==> src/rtl/bfs_pkg.sv <==
// ---------------------------------------------------------------------------
// bfs_pkg
// Shared types and constants of the flock step block: register indexes,
// world size, unit-vector request and response words.
// ---------------------------------------------------------------------------
package bfs_pkg;

   // register indexes of the csr port
   localparam logic [2:0] CSR_BIRD_COUNT = 3'd0;
   localparam logic [2:0] CSR_VISUAL     = 3'd1;
   localparam logic [2:0] CSR_SEPARATION = 3'd2;
   localparam logic [2:0] CSR_COHERE     = 3'd3;
   localparam logic [2:0] CSR_SEPARATE   = 3'd4;
   localparam logic [2:0] CSR_ALIGN      = 3'd5;
   localparam logic [2:0] CSR_SPEED      = 3'd6;

   // register reset values
   localparam logic [8:0]  RST_BIRD_COUNT = 9'd256;
   localparam logic [15:0] RST_VISUAL     = 16'd3200;
   localparam logic [15:0] RST_SEPARATION = 16'd1280;
   localparam logic [15:0] RST_COHERE     = 16'd41;
   localparam logic [15:0] RST_SEPARATE   = 16'd205;
   localparam logic [15:0] RST_ALIGN      = 16'd205;
   localparam logic [15:0] RST_SPEED      = 16'd512;

   // world edges in Q10.6 and 1.0 in Q1.14
   localparam logic signed [17:0] WORLD_X  = 18'sd51200;
   localparam logic signed [17:0] WORLD_Y  = 18'sd38400;
   localparam logic [14:0]        UNIT_ONE = 15'd16384;

   // magnitude width on the unit-vector request
   localparam int UNIT_MAG_W = 24;

   typedef struct packed {
      logic                  go;
      logic                  neg_a;
      logic                  neg_b;
      logic [UNIT_MAG_W-1:0] mag_a;
      logic [UNIT_MAG_W-1:0] mag_b;
   } unit_req_type;

   typedef struct packed {
      logic               done;
      logic signed [15:0] ux;
      logic signed [15:0] uy;
   } unit_rsp_type;

endpackage

==> src/rtl/bfs_div.sv <==
// ---------------------------------------------------------------------------
// bfs_div
// Unsigned restoring divider, one quotient bit per cycle.
// ---------------------------------------------------------------------------
module bfs_div
   import bfs_pkg::*;
#(
   parameter int NUM_W = 24,
   parameter int DEN_W = 9
) (
   input  logic             clock,
   input  logic             reset,
   input  logic             start,
   input  logic [NUM_W-1:0] num,
   input  logic [DEN_W-1:0] den,
   output logic             done,
   output logic [NUM_W-1:0] quo
);

   localparam int CW = $clog2(NUM_W + 1);

   logic             busy_ff, busy_in;
   logic             done_ff, done_in;
   logic [CW-1:0]    cnt_ff, cnt_in;
   logic [DEN_W:0]   rem_ff, rem_in;
   logic [NUM_W-1:0] quo_ff, quo_in;
   logic [DEN_W-1:0] den_ff, den_in;
   logic [DEN_W:0]   rem_sh;
   logic [DEN_W+1:0] diff;

   // trial subtract of the shifted remainder
   always_comb begin
      rem_sh = {rem_ff[DEN_W-1:0], quo_ff[NUM_W-1]};
      diff   = {1'b0, rem_sh} - {2'b00, den_ff};
   end

   // step control
   always_comb begin
      busy_in = busy_ff;
      done_in = 1'b0;
      cnt_in  = cnt_ff;
      rem_in  = rem_ff;
      quo_in  = quo_ff;
      den_in  = den_ff;
      if (start) begin
         busy_in = 1'b1;
         cnt_in  = '0;
         rem_in  = '0;
         quo_in  = num;
         den_in  = den;
      end else if (busy_ff) begin
         rem_in = diff[DEN_W+1] ? rem_sh : diff[DEN_W:0];
         quo_in = {quo_ff[NUM_W-2:0], ~diff[DEN_W+1]};
         cnt_in = cnt_ff + 1'b1;
         if (cnt_ff == CW'(NUM_W - 1)) begin
            busy_in = 1'b0;
            done_in = 1'b1;
         end
      end
   end

   always_ff @(posedge clock) begin
      if (reset) begin
         busy_ff <= 1'b0;
         done_ff <= 1'b0;
         cnt_ff  <= '0;
      end else begin
         busy_ff <= busy_in;
         done_ff <= done_in;
         cnt_ff  <= cnt_in;
      end
      rem_ff <= rem_in;
      quo_ff <= quo_in;
      den_ff <= den_in;
   end

   assign done = done_ff;
   assign quo  = quo_ff;

endmodule

==> config.mk <==
export PLATFORM = sky130hd
export DESIGN_NAME = bfs_div
export DESIGN_NICKNAME = d
export VERILOG_FILES = /design/src/rtl/bfs_pkg.sv /design/src/rtl/bfs_div.sv
export SDC_FILE = /design/constraint.sdc
export NUM_CORES = 1
export LEC_CHECK = 0
export BUFFER_PORTS_ARGS = -buffer_cell sky130_fd_sc_hd__clkbuf_2
export CAP_MARGIN = 20
export CORE_MARGIN = 2
export CORE_UTILIZATION = 59
export CTS_BUF_LIST = sky130_fd_sc_hd__clkbuf_4
export CTS_CLUSTER_DIAMETER = 200
export DETAILED_ROUTE_END_ITERATION = 12
export PLACE_DENSITY = 0.91
export SYNTH_ARGS = -nofsm -noshare
export SYNTH_HDL_FRONTEND = slang
export SYNTH_SLANG_ARGS = --single-unit
export TNS_END_PERCENT = 20
==> constraint.sdc <==
create_clock -name clock -period 5.5 [get_ports clock]
set_clock_uncertainty 0.05 [all_clocks]
set_input_delay 0.825 -clock clock [delete_from_list [all_inputs] [get_ports clock]]
set_output_delay 0.825 -clock clock [all_outputs]
set_load 0.02 [all_outputs]
==> out/results.md <==
## Floorplanning
- 68.52 µm — Die Height
- 61 — num ports
- 0.6140 — initial standard-cell utilization of the core
- 68.52 µm — die extent in x
- 0.004695 mm² — die footprint
- 23 — count of standard-cell rows
- 0.004000 mm² — area of the core

## Final layout
- 0 — number of antenna diodes
- 0.3788 — share of final-layout standard cells stronger than drive strength 1
- 314 — count of placed standard cells in the final layout, fillers left out
- 310 — Post-layout nets
- 15.03% — layout-stage area growth over the synthesis result

## Synth
- 0.1131 — post-synthesis compound-gate area fraction
- 0 — Async SR Flop Fraction
- 0 — synthesis warning total
- 203 — cells after synthesis
- 12.10 µm² — syn avg cell area
- 33 — count of flip-flops with a built-in enable after synthesis
- 49 — flip-flop and latch count after synthesis
- 0.02140 — XOR/XNOR Fraction of Synth Area
- multiplexers — main combinational cell family by area after synthesis
- 0.5339 — portion of the post-synthesis area used by sequential elements
- 0.1263 — share of synthesized area spent on multiplexers
- 48 — count of different cell masters after synthesis
- 0.002456 mm² — area of the mapped netlist
- 0.1049 — post-synthesis share of cell area spent on and, or, nand and nor gates
- 0.05909 — Synth Area in Adders
- 250 — Net Count, Synth
- sky130_fd_sc_hd__edfxtp_1 — dominant register cell in the synthesized netlist

## Clock tree
- 5 — cts bufs inserted
- 2 — htree depth
- done — clock tree from TritonCTS
- 0 — post-CTS setup-driven buffer insertion count
- 0 — hold buffer count at CTS
- 2 — maximum clock path buffer count
- 140 ps — clock transition time at the flip-flop clock pins of the worst setup and hold paths
- sky130_fd_sc_hd__clkbuf_4 — root buffer cell
- 370 ps — insertion delay to the later sink of the worst-skew pair
- 0 — Resized Gates After CTS
- 49 — clock sinks

## Timing
- 0 — count of endpoints failing setup in the final report
- 0 ps — final total negative setup slack
- 0 — final hold vios
- 0.4789 — ratio of final minimum period to clock period
- 0 — total count of max-transition violations in the final report
- 0.3796 GHz — Fmax
- 0.3454 — relative slew slack
- false — setup repair after global routing missed its margin
- 981.9 ps — Tightest Pin Transition
- 2634 ps — time the final worst path needs with I/O delays and setup

## Detailed routing
- 15.68 µm — detail-routed net length per standard cell
- 73 — Initial DRC Count
- 0 — count of nets left with antenna violations after detail routing
- 5.701 — per-cell via count in the routed design
- 0 — drt drc
- 1790 — vias
- 4.922 mm — Total Wirelength
- 4 — drt first pass iters

## Power
- 270.9 mW/mm² — power density over the cells
- 0.0002070 V — worst ir drop on vdd
- 0.001214 µW — Static Leak
- 765.4 µW — overall power of the completed layout

## Min path
- reg2reg — class of the worst hold path
- cnt_ff[4] — startpoint of the tightest hold check path

## Global routing
- 7.866 mm — wire length of the first global-routing pass
- met2 — Most Used Layer, Global Route
- 0.05519 — met3 global-route usage
- 0.3070 — met1 routing resource usage after global routing
- 0.2313 — total global routing track utilization
- 0 — remaining global-route overflow
- 1713 — via count of the first global-routing pass
- 0.3630 — global routing usage on met2
- 43 — pin count of the biggest net entering global routing
- 0 — initial antenna violation count

## Worst setup path
- quo[23] — startpoint of the worst-slack reg-to-reg timing path
- primary input — Critical Path Start Type
- 5450 ps — required time of the critical path
- 2580 ps — Arrival @ worst endpoint
- 42 — highest fanout seen on the critical path
- register — crit end category
- 3130 ps — worst reg2reg setup slack
- in2reg — WS Path Type
- start — Worst Setup SP

## Status
- finished clean — outcome

## Place
- 306 — Placed Cells
- 3.686 mm — hpwl dp
- 0.8950 — routability congestion estimate
- 60 — port bufs

## Run
- 0 — MaxCap Viol Count

==> metal layers <==
layer  vias up  part of all wire
li1        870                 -
met1       840              0.43
met2        66              0.49
met3        14             0.059
met4         0             0.022
met5         -                 0
==> cells in the mapped netlist (all sizes together) (3+ instances only) <==
cell,number,area (µm²)
nand2,17,66.32
xor2,3,26.28
mux2i,4,40.04
ha,10,125.1
a311oi,4,53.80
o21a,3,22.52
inv,14,52.55
buf,5,41.29
mux2,24,270.3
xnor2,3,26.28
o21ai,7,35.03
edfxtp,33,991.0
a21oi,8,40.04
nor2,15,56.30
dfxtp,16,320.3
==> cell usage in the layout (no fill, tap or decap), drive strengths merged, types with 2 or more instances in the layout <==
cell type	count
a21o	2
a21oi	8
a311oi	4
a32oi	2
and2	2
clkbuf	66
clkinv	2
dfxtp	16
edfxtp	33
ha	10
inv	14
mux2	24
mux2i	4
nand2	17
nand2b	2
nand3	2
nand3b	2
nand4	2
nand4b	2
nor2	15
nor3	2
o21a	3
o21ai	7
xnor2	3
xor2	3
==> critical path: stages <==
cell	delay, ps
sky130_fd_sc_hd__clkbuf_2	730
sky130_fd_sc_hd__nor2_1	270
sky130_fd_sc_hd__inv_1	740
==> sequential cells by signal (all words and copies together) (netlist names) <==
name	flops
quo	24
den_ff	9
busy_ff	1
cnt_ff	5
done	1
rem_ff	9
==> cell type report <==
class / count / area, µm²
multi-input combinational: 133 / 1044
tap: 50 / 62.56
clock inverter: 2 / 10.01
fill: 261 / 1175
clock buffer: 6 / 45.04
sequential: 49 / 1311
timing repair buffer: 60 / 300.3
inverter: 14 / 52.55
==> path summary, 6_finish.rpt <==
path	to	cells after the start
min reg2reg	done	2
min	done	2
max reg2reg	rem_ff[6]	9
max	quo[19]	3
==> stage by stage <==
stage | util | worst slack, ps | instance area [µm²] | hold slack [ps]
6_report | 0.7063 | 2866 | 2825 | 479.7
3_3_place_gp | 0.6925 | 2512 | 2770 | 443.3
3_5_place_dp | 0.6925 | 2478 | 2770 | 457.3
2_1_floorplan | - | 3310 | 2456 | 403.1
5_1_grt | 0.7063 | 2679 | 2825 | 516.8
4_1_cts | 0.7063 | 2873 | 2825 | 477.1
==> cells by family after synthesis <==
| family | after synthesis |
|---|---|
| simple gates | 51 |
| flops | 49 |
| compound gates | 37 |
| mux | 28 |
| buf+inv | 21 |
| fa+ha+maj | 11 |
| xor+xnor | 6 |
==> report_power, final <==
group	leakage [µW]	total, µW	internal [µW]	switching, µW
Combinational	0.000719	155	66.8	88.4
Clock	0.0000354	164	53.9	110
Sequential	0.000460	447	427	19.1
No activity file was read; power rests on OpenSTA's default activity.
