**src/rtl/bfs_pkg.sv**
```systemverilog
// ---------------------------------------------------------------------------
// bfs_pkg
// Shared types and constants of the flock step block: register indexes,
// world size, unit-vector request and response words.
// ---------------------------------------------------------------------------
package bfs_pkg;

   // register indexes of the csr port
   localparam logic [2:0] CSR_BIRD_COUNT = 3'd0;
   localparam logic [2:0] CSR_VISUAL     = 3'd1;
   localparam logic [2:0] CSR_SEPARATION = 3'd2;
   localparam logic [2:0] CSR_COHERE     = 3'd3;
   localparam logic [2:0] CSR_SEPARATE   = 3'd4;
   localparam logic [2:0] CSR_ALIGN      = 3'd5;
   localparam logic [2:0] CSR_SPEED      = 3'd6;

   // register reset values
   localparam logic [8:0]  RST_BIRD_COUNT = 9'd256;
   localparam logic [15:0] RST_VISUAL     = 16'd3200;
   localparam logic [15:0] RST_SEPARATION = 16'd1280;
   localparam logic [15:0] RST_COHERE     = 16'd41;
   localparam logic [15:0] RST_SEPARATE   = 16'd205;
   localparam logic [15:0] RST_ALIGN      = 16'd205;
   localparam logic [15:0] RST_SPEED      = 16'd512;

   // world edges in Q10.6 and 1.0 in Q1.14
   localparam logic signed [17:0] WORLD_X  = 18'sd51200;
   localparam logic signed [17:0] WORLD_Y  = 18'sd38400;
   localparam logic [14:0]        UNIT_ONE = 15'd16384;

   // magnitude width on the unit-vector request
   localparam int UNIT_MAG_W = 24;

   typedef struct packed {
      logic                  go;
      logic                  neg_a;
      logic                  neg_b;
      logic [UNIT_MAG_W-1:0] mag_a;
      logic [UNIT_MAG_W-1:0] mag_b;
   } unit_req_type;

   typedef struct packed {
      logic               done;
      logic signed [15:0] ux;
      logic signed [15:0] uy;
   } unit_rsp_type;

endpackage

```
**src/rtl/bfs_unit.sv**
```systemverilog
// ---------------------------------------------------------------------------
// bfs_unit
// Unit-vector unit: halves the magnitudes into range, squares and sums,
// takes an integer root two bits a cycle, then divides both components.
// ---------------------------------------------------------------------------
module bfs_unit
   import bfs_pkg::*;
(
   input  logic         clock,
   input  logic         reset,
   input  unit_req_type req,
   output unit_rsp_type rsp
);

   localparam logic [2:0] U_IDLE = 3'd0;
   localparam logic [2:0] U_HALF = 3'd1;
   localparam logic [2:0] U_MUL  = 3'd2;
   localparam logic [2:0] U_SUM  = 3'd3;
   localparam logic [2:0] U_SQRT = 3'd4;
   localparam logic [2:0] U_DIV  = 3'd5;
   localparam logic [2:0] U_DONE = 3'd6;

   logic [2:0]            state_ff, state_in;
   logic [4:0]            cnt_ff, cnt_in;
   logic                  neg_a_ff, neg_a_in, neg_b_ff, neg_b_in;
   logic [UNIT_MAG_W-1:0] ma_ff, ma_in, mb_ff, mb_in;
   logic [39:0]           pa_ff, pa_in, pb_ff, pb_in;
   logic [61:0]           rad_ff, rad_in;
   logic [32:0]           rem_ff, rem_in;
   logic [30:0]           root_ff, root_in;
   logic [31:0]           ra_ff, ra_in, rb_ff, rb_in;
   logic [14:0]           qa_ff, qa_in, qb_ff, qb_in;
   logic [40:0]           m2;
   logic [34:0]           rem_sh, trial;
   logic [32:0]           rs_a, rs_b, m_ext;
   logic [14:0]           ca, cb;

   always_comb begin
      m2     = {1'b0, pa_ff} + {1'b0, pb_ff};
      rem_sh = {rem_ff, rad_ff[61:60]};
      trial  = {2'b00, root_ff, 2'b01};
      rs_a   = {ra_ff, 1'b0};
      rs_b   = {rb_ff, 1'b0};
      m_ext  = {2'b00, root_ff};
      ca     = (qa_ff > UNIT_ONE) ? UNIT_ONE : qa_ff;
      cb     = (qb_ff > UNIT_ONE) ? UNIT_ONE : qb_ff;
   end

   // sequencer
   always_comb begin
      state_in = state_ff;
      cnt_in   = cnt_ff;
      neg_a_in = neg_a_ff;
      neg_b_in = neg_b_ff;
      ma_in    = ma_ff;
      mb_in    = mb_ff;
      pa_in    = pa_ff;
      pb_in    = pb_ff;
      rad_in   = rad_ff;
      rem_in   = rem_ff;
      root_in  = root_ff;
      ra_in    = ra_ff;
      rb_in    = rb_ff;
      qa_in    = qa_ff;
      qb_in    = qb_ff;
      case (state_ff)
         U_IDLE: begin
            if (req.go) begin
               neg_a_in = req.neg_a;
               neg_b_in = req.neg_b;
               ma_in    = req.mag_a;
               mb_in    = req.mag_b;
               state_in = U_HALF;
            end
         end
         // halve both until each is below 2^20
         U_HALF: begin
            if ((ma_ff[UNIT_MAG_W-1:20] != '0) || (mb_ff[UNIT_MAG_W-1:20] != '0)) begin
               ma_in = ma_ff >> 1;
               mb_in = mb_ff >> 1;
            end else begin
               state_in = U_MUL;
            end
         end
         U_MUL: begin
            pa_in    = ma_ff[19:0] * ma_ff[19:0];
            pb_in    = mb_ff[19:0] * mb_ff[19:0];
            state_in = U_SUM;
         end
         U_SUM: begin
            if (m2 == '0) begin
               state_in = U_DONE;
            end else begin
               rad_in   = {1'b0, m2, 20'b0};
               rem_in   = '0;
               root_in  = '0;
               cnt_in   = '0;
               state_in = U_SQRT;
            end
         end
         // root, two radicand bits a cycle
         U_SQRT: begin
            if (rem_sh >= trial) begin
               rem_in  = 33'(rem_sh - trial);
               root_in = {root_ff[29:0], 1'b1};
            end else begin
               rem_in  = rem_sh[32:0];
               root_in = {root_ff[29:0], 1'b0};
            end
            rad_in = {rad_ff[59:0], 2'b00};
            cnt_in = cnt_ff + 1'b1;
            if (cnt_ff == 5'd30) begin
               ra_in    = {3'b000, ma_ff[19:0], 9'b0};
               rb_in    = {3'b000, mb_ff[19:0], 9'b0};
               qa_in    = '0;
               qb_in    = '0;
               cnt_in   = '0;
               state_in = U_DIV;
            end
         end
         // both component divides side by side, low numerator bits are zero
         U_DIV: begin
            if (rs_a >= m_ext) begin
               ra_in = 32'(rs_a - m_ext);
               qa_in = {qa_ff[13:0], 1'b1};
            end else begin
               ra_in = rs_a[31:0];
               qa_in = {qa_ff[13:0], 1'b0};
            end
            if (rs_b >= m_ext) begin
               rb_in = 32'(rs_b - m_ext);
               qb_in = {qb_ff[13:0], 1'b1};
            end else begin
               rb_in = rs_b[31:0];
               qb_in = {qb_ff[13:0], 1'b0};
            end
            cnt_in = cnt_ff + 1'b1;
            if (cnt_ff == 5'd14) begin
               state_in = U_DONE;
            end
         end
         U_DONE: begin
            state_in = U_IDLE;
         end
         default: begin
            state_in = U_IDLE;
         end
      endcase
   end

   always_ff @(posedge clock) begin
      if (reset) begin
         state_ff <= U_IDLE;
         cnt_ff   <= '0;
      end else begin
         state_ff <= state_in;
         cnt_ff   <= cnt_in;
      end
      neg_a_ff <= neg_a_in;
      neg_b_ff <= neg_b_in;
      ma_ff    <= ma_in;
      mb_ff    <= mb_in;
      pa_ff    <= pa_in;
      pb_ff    <= pb_in;
      rad_ff   <= rad_in;
      rem_ff   <= rem_in;
      root_ff  <= root_in;
      ra_ff    <= ra_in;
      rb_ff    <= rb_in;
      qa_ff    <= qa_in;
      qb_ff    <= qb_in;
   end

   // response, zero vector or capped signed quotients
   always_comb begin
      rsp.done = (state_ff == U_DONE);
      if (m2 == '0) begin
         rsp.ux = '0;
         rsp.uy = '0;
      end else begin
         rsp.ux = neg_a_ff ? -$signed({1'b0, ca}) : $signed({1'b0, ca});
         rsp.uy = neg_b_ff ? -$signed({1'b0, cb}) : $signed({1'b0, cb});
      end
   end

endmodule

```
**config.mk**
```make
export PLATFORM = sky130hd
export DESIGN_NAME = bfs_unit
export DESIGN_NICKNAME = d
export VERILOG_FILES = /design/src/rtl/bfs_pkg.sv /design/src/rtl/bfs_unit.sv
export SDC_FILE = /design/constraint.sdc
export NUM_CORES = 2
export LEC_CHECK = 0
export BUFFER_PORTS_ARGS = -buffer_cell sky130_fd_sc_hd__buf_4
export CAP_MARGIN = 5
export CORE_MARGIN = 2
export CORE_UTILIZATION = 64
export CTS_CLUSTER_SIZE = 24
export DETAILED_ROUTE_END_ITERATION = 8
export PLACE_DENSITY = 0.81
export SYNTH_ARGS = -nofsm -noshare
export SYNTH_HDL_FRONTEND = slang
export SYNTH_SLANG_ARGS = --single-unit
```
**constraint.sdc**
```tcl
create_clock -name clock -period 10.95 [get_ports clock]
set_input_delay 0.5475 -clock clock [delete_from_list [all_inputs] [get_ports clock]]
set_output_delay 0.5475 -clock clock [all_outputs]
set_load 0.005 [all_outputs]
```
==> out/metrics.cfg <==
[setup_path]
cpMaxStageDelayCell = edfxtp_1
worstSetupPathType = reg -> reg
cp-start-kind = flop
cp.required_ns = 11.29
critPathLaunch = ma_ff[2]
worst_r2r_path_depth = 27
cpPeakStageDelay_ns = 1.00
crit_path_end_kind = flop
endpoint = pa_ff[39]
path_max_fanout = 27
r2r-start = ma_ff[2]
reg2reg_setup_slack_ns = 2.01
cp.arrival_ns = 9.28
r2r_end = pa_ff[39]

[synth]
ys_seq_area_frac = 0.2259
ys_warn_count = 0
netlist_area_um2 = 44310
synth_mux_area_frac = 0.03033
ys_ff_latch = 336
synth_compound_area_frac = 0.1058
synth_largest_area_cell = fa_1
yosysMostFrequentCell = inv_1
ys_async_sr_fraction = 0
ys_types = 80
synth_top_area_frac = 0.2526
syn_nets = 5666
synth-adder-area-share = 0.3791
synth_edf_count = 328
synth_top_family_by_area = adder cells
synthSimpleGateAreaFrac = 0.1310
synth_common_cells = inv_1 (794), fa_1 (559), nand2_1 (451)
synthTopCellsByArea = fa_1 (25%), edfxtp_1 (22%), ha_1 (13%), inv_1 (6.7%), nand2_1 (3.8%)
synth_flop_cell = edfxtp_1
synth_area_per_cell_um2 = 9.619
netlist_instances = 4606
synth_xor_area_frac = 0.04586

[worst_hold_path]
hp-class = in -> reg
holdPathStages = 1

[grt]
grt_overflow_total = 0
grt_pass1_wl_um = 170400
track_usage = 0.2996
grt_max_degree = 91
grt_pass1_vias = 33918
antenna_found_initial = 1

[timing]
slew-limit-headroom = 0.2269
drv_slew = 0
clock_skew_ns = 0.01507
period_needed_ns = 8.941
setup_viol = 0
max_freq_ghz = 0.1118
tightest_slew_ns = 1.160
setup_ws_ns = 2.009
finalSetupTns_ns = 0
rsz0062_at_grt = false
finalHoldViolCount = 0
fin_crit_sh = 0.8166

[cts]
cts_setup_buffers = 0
cts_made_buffers = 43
htreeDepth = 2
holdBufCountCts = 0
cts_sinks = 336
path_clk_slew_ns = 0.06
clock-root-buffer = clkbuf_16
cts_buffer_depth = 3
tritoncts = yes
clkLatencyLatePin_ns = 0.60
ctsResizeCount = 0

[placed_design]
io_buffers = 85
dpl_worst_slack_ns = 2.141
placed_cell_area_um2 = 45740
dp_hpwl_um = 79420
routabilityCongestion = 0.9128

[die]
initial_core_util = 0.6460
die_w_um = 267.1
die_area_um2 = 71350
core-area_um2 = 68590
die_h_um = 267.1
ios = 86
std_cell_rows = 96

[drt]
drtIter0Drc = 2386
routed-via-count = 32508
drc = 0
routed_via_density = 5.845
totalWireLength_um = 102900
final_antenna_net_count = 0
drtPass1Iterations = 6
wl_per_cell_um = 18.49

[cells_and_area]
post-route-util = 0.6870
drive_gt1_frac = 0.05765
diodes = 0
fin_area_um2 = 47120
final_nets = 5659
syn_to_final_growth_pct = 6.346

[outcome]
outcome = complete, no violations

[run]
drv_cap = 0

[per-stage QoR]
| stage | std cells | hold WS (ns) |
|---|---|---|
| floorplan | 4606 | 0.4836 |
| detailed placement | 5485 | 0.4993 |
| global placement | 5485 | 0.4862 |
| CTS | 5562 | 0.09894 |
| global route | 5562 | 0.1124 |
| finish | 5562 | 0.1191 |
[cells in the final DEF, fill, tap and decap left out, drive strengths merged, types with 27 or more instances in the layout]
master  count
inv       800
nand2     451
nand4      27
o21ai     171
xor2       86
nor3       43
ha        448
clkbuf     49
fa        559
edfxtp    328
and2      180
a21o      105
buf       113
o21a       28
a21oi     214
nor2b      46
nor2      250
and3       55
xnor2     146
nand3      53
mux2i      78
mux2       50
[cells by family after synthesis]
family	after synthesis
adders and majority gates	1007
DFF	336
AOI/OAI and AO/OA	730
xor gates and xnor gates	232
buffers and inverters	960
muxes	128
and+or+nand+nor	1213
[sequential cells by signal, indices dropped and copies added (netlist names), 31 cells and up]
register,count
ra_ff,32
root_ff,31
rem_ff,33
pb_ff,39
rb_ff,32
pa_ff,39
rad_ff,42
[layer usage]
| layer | share of wire | global-route usage |
|---|---|---|
| met1 | 0.40 | 0.3794 |
| met2 | 0.50 | 0.5178 |
| met3 | 0.054 | 0.03512 |
| met4 | 0.047 | 0.1348 |
| met5 | 0 | 0 |
[worst min-delay path by stage]
stage	startpoint	to	slack, ns
floorplan	rad_ff[20]	rad_ff[22]	0.48
CTS	req[48]	neg_b_ff	0.1
global route	req[48]	neg_b_ff	0.11
finish	req[48]	neg_b_ff	0.12
detailed placement	rad_ff[20]	rad_ff[22]	0.50
global placement	rad_ff[56]	rad_ff[58]	0.49
[layout make-up]
class                      count  area (um2)
clock buffer                  49        1099
clock inverter                28       275.3
sequential                   336       10010
timing repair buffer         113       848.3
fill                        5195       21470
multi-input combinational   3310       30740
inverter                     795        2984
tap                          931        1165
[critical path, delay by kind of cell (launching register included)]
kind,cells,cell delay (ns)
adder cells (fa/ha/maj),8,3.90
AO/OA/AOI/OAI,9,2.59
flip-flops,1,1.00
AND/OR/NAND/NOR,2,0.65
buffers and inverters,7,0.42
XOR/XNOR,1,0.14
Power is left out: the tool's default activity adds up to more than one toggle a clock period on the data nets, which glitch-free logic cannot reach.
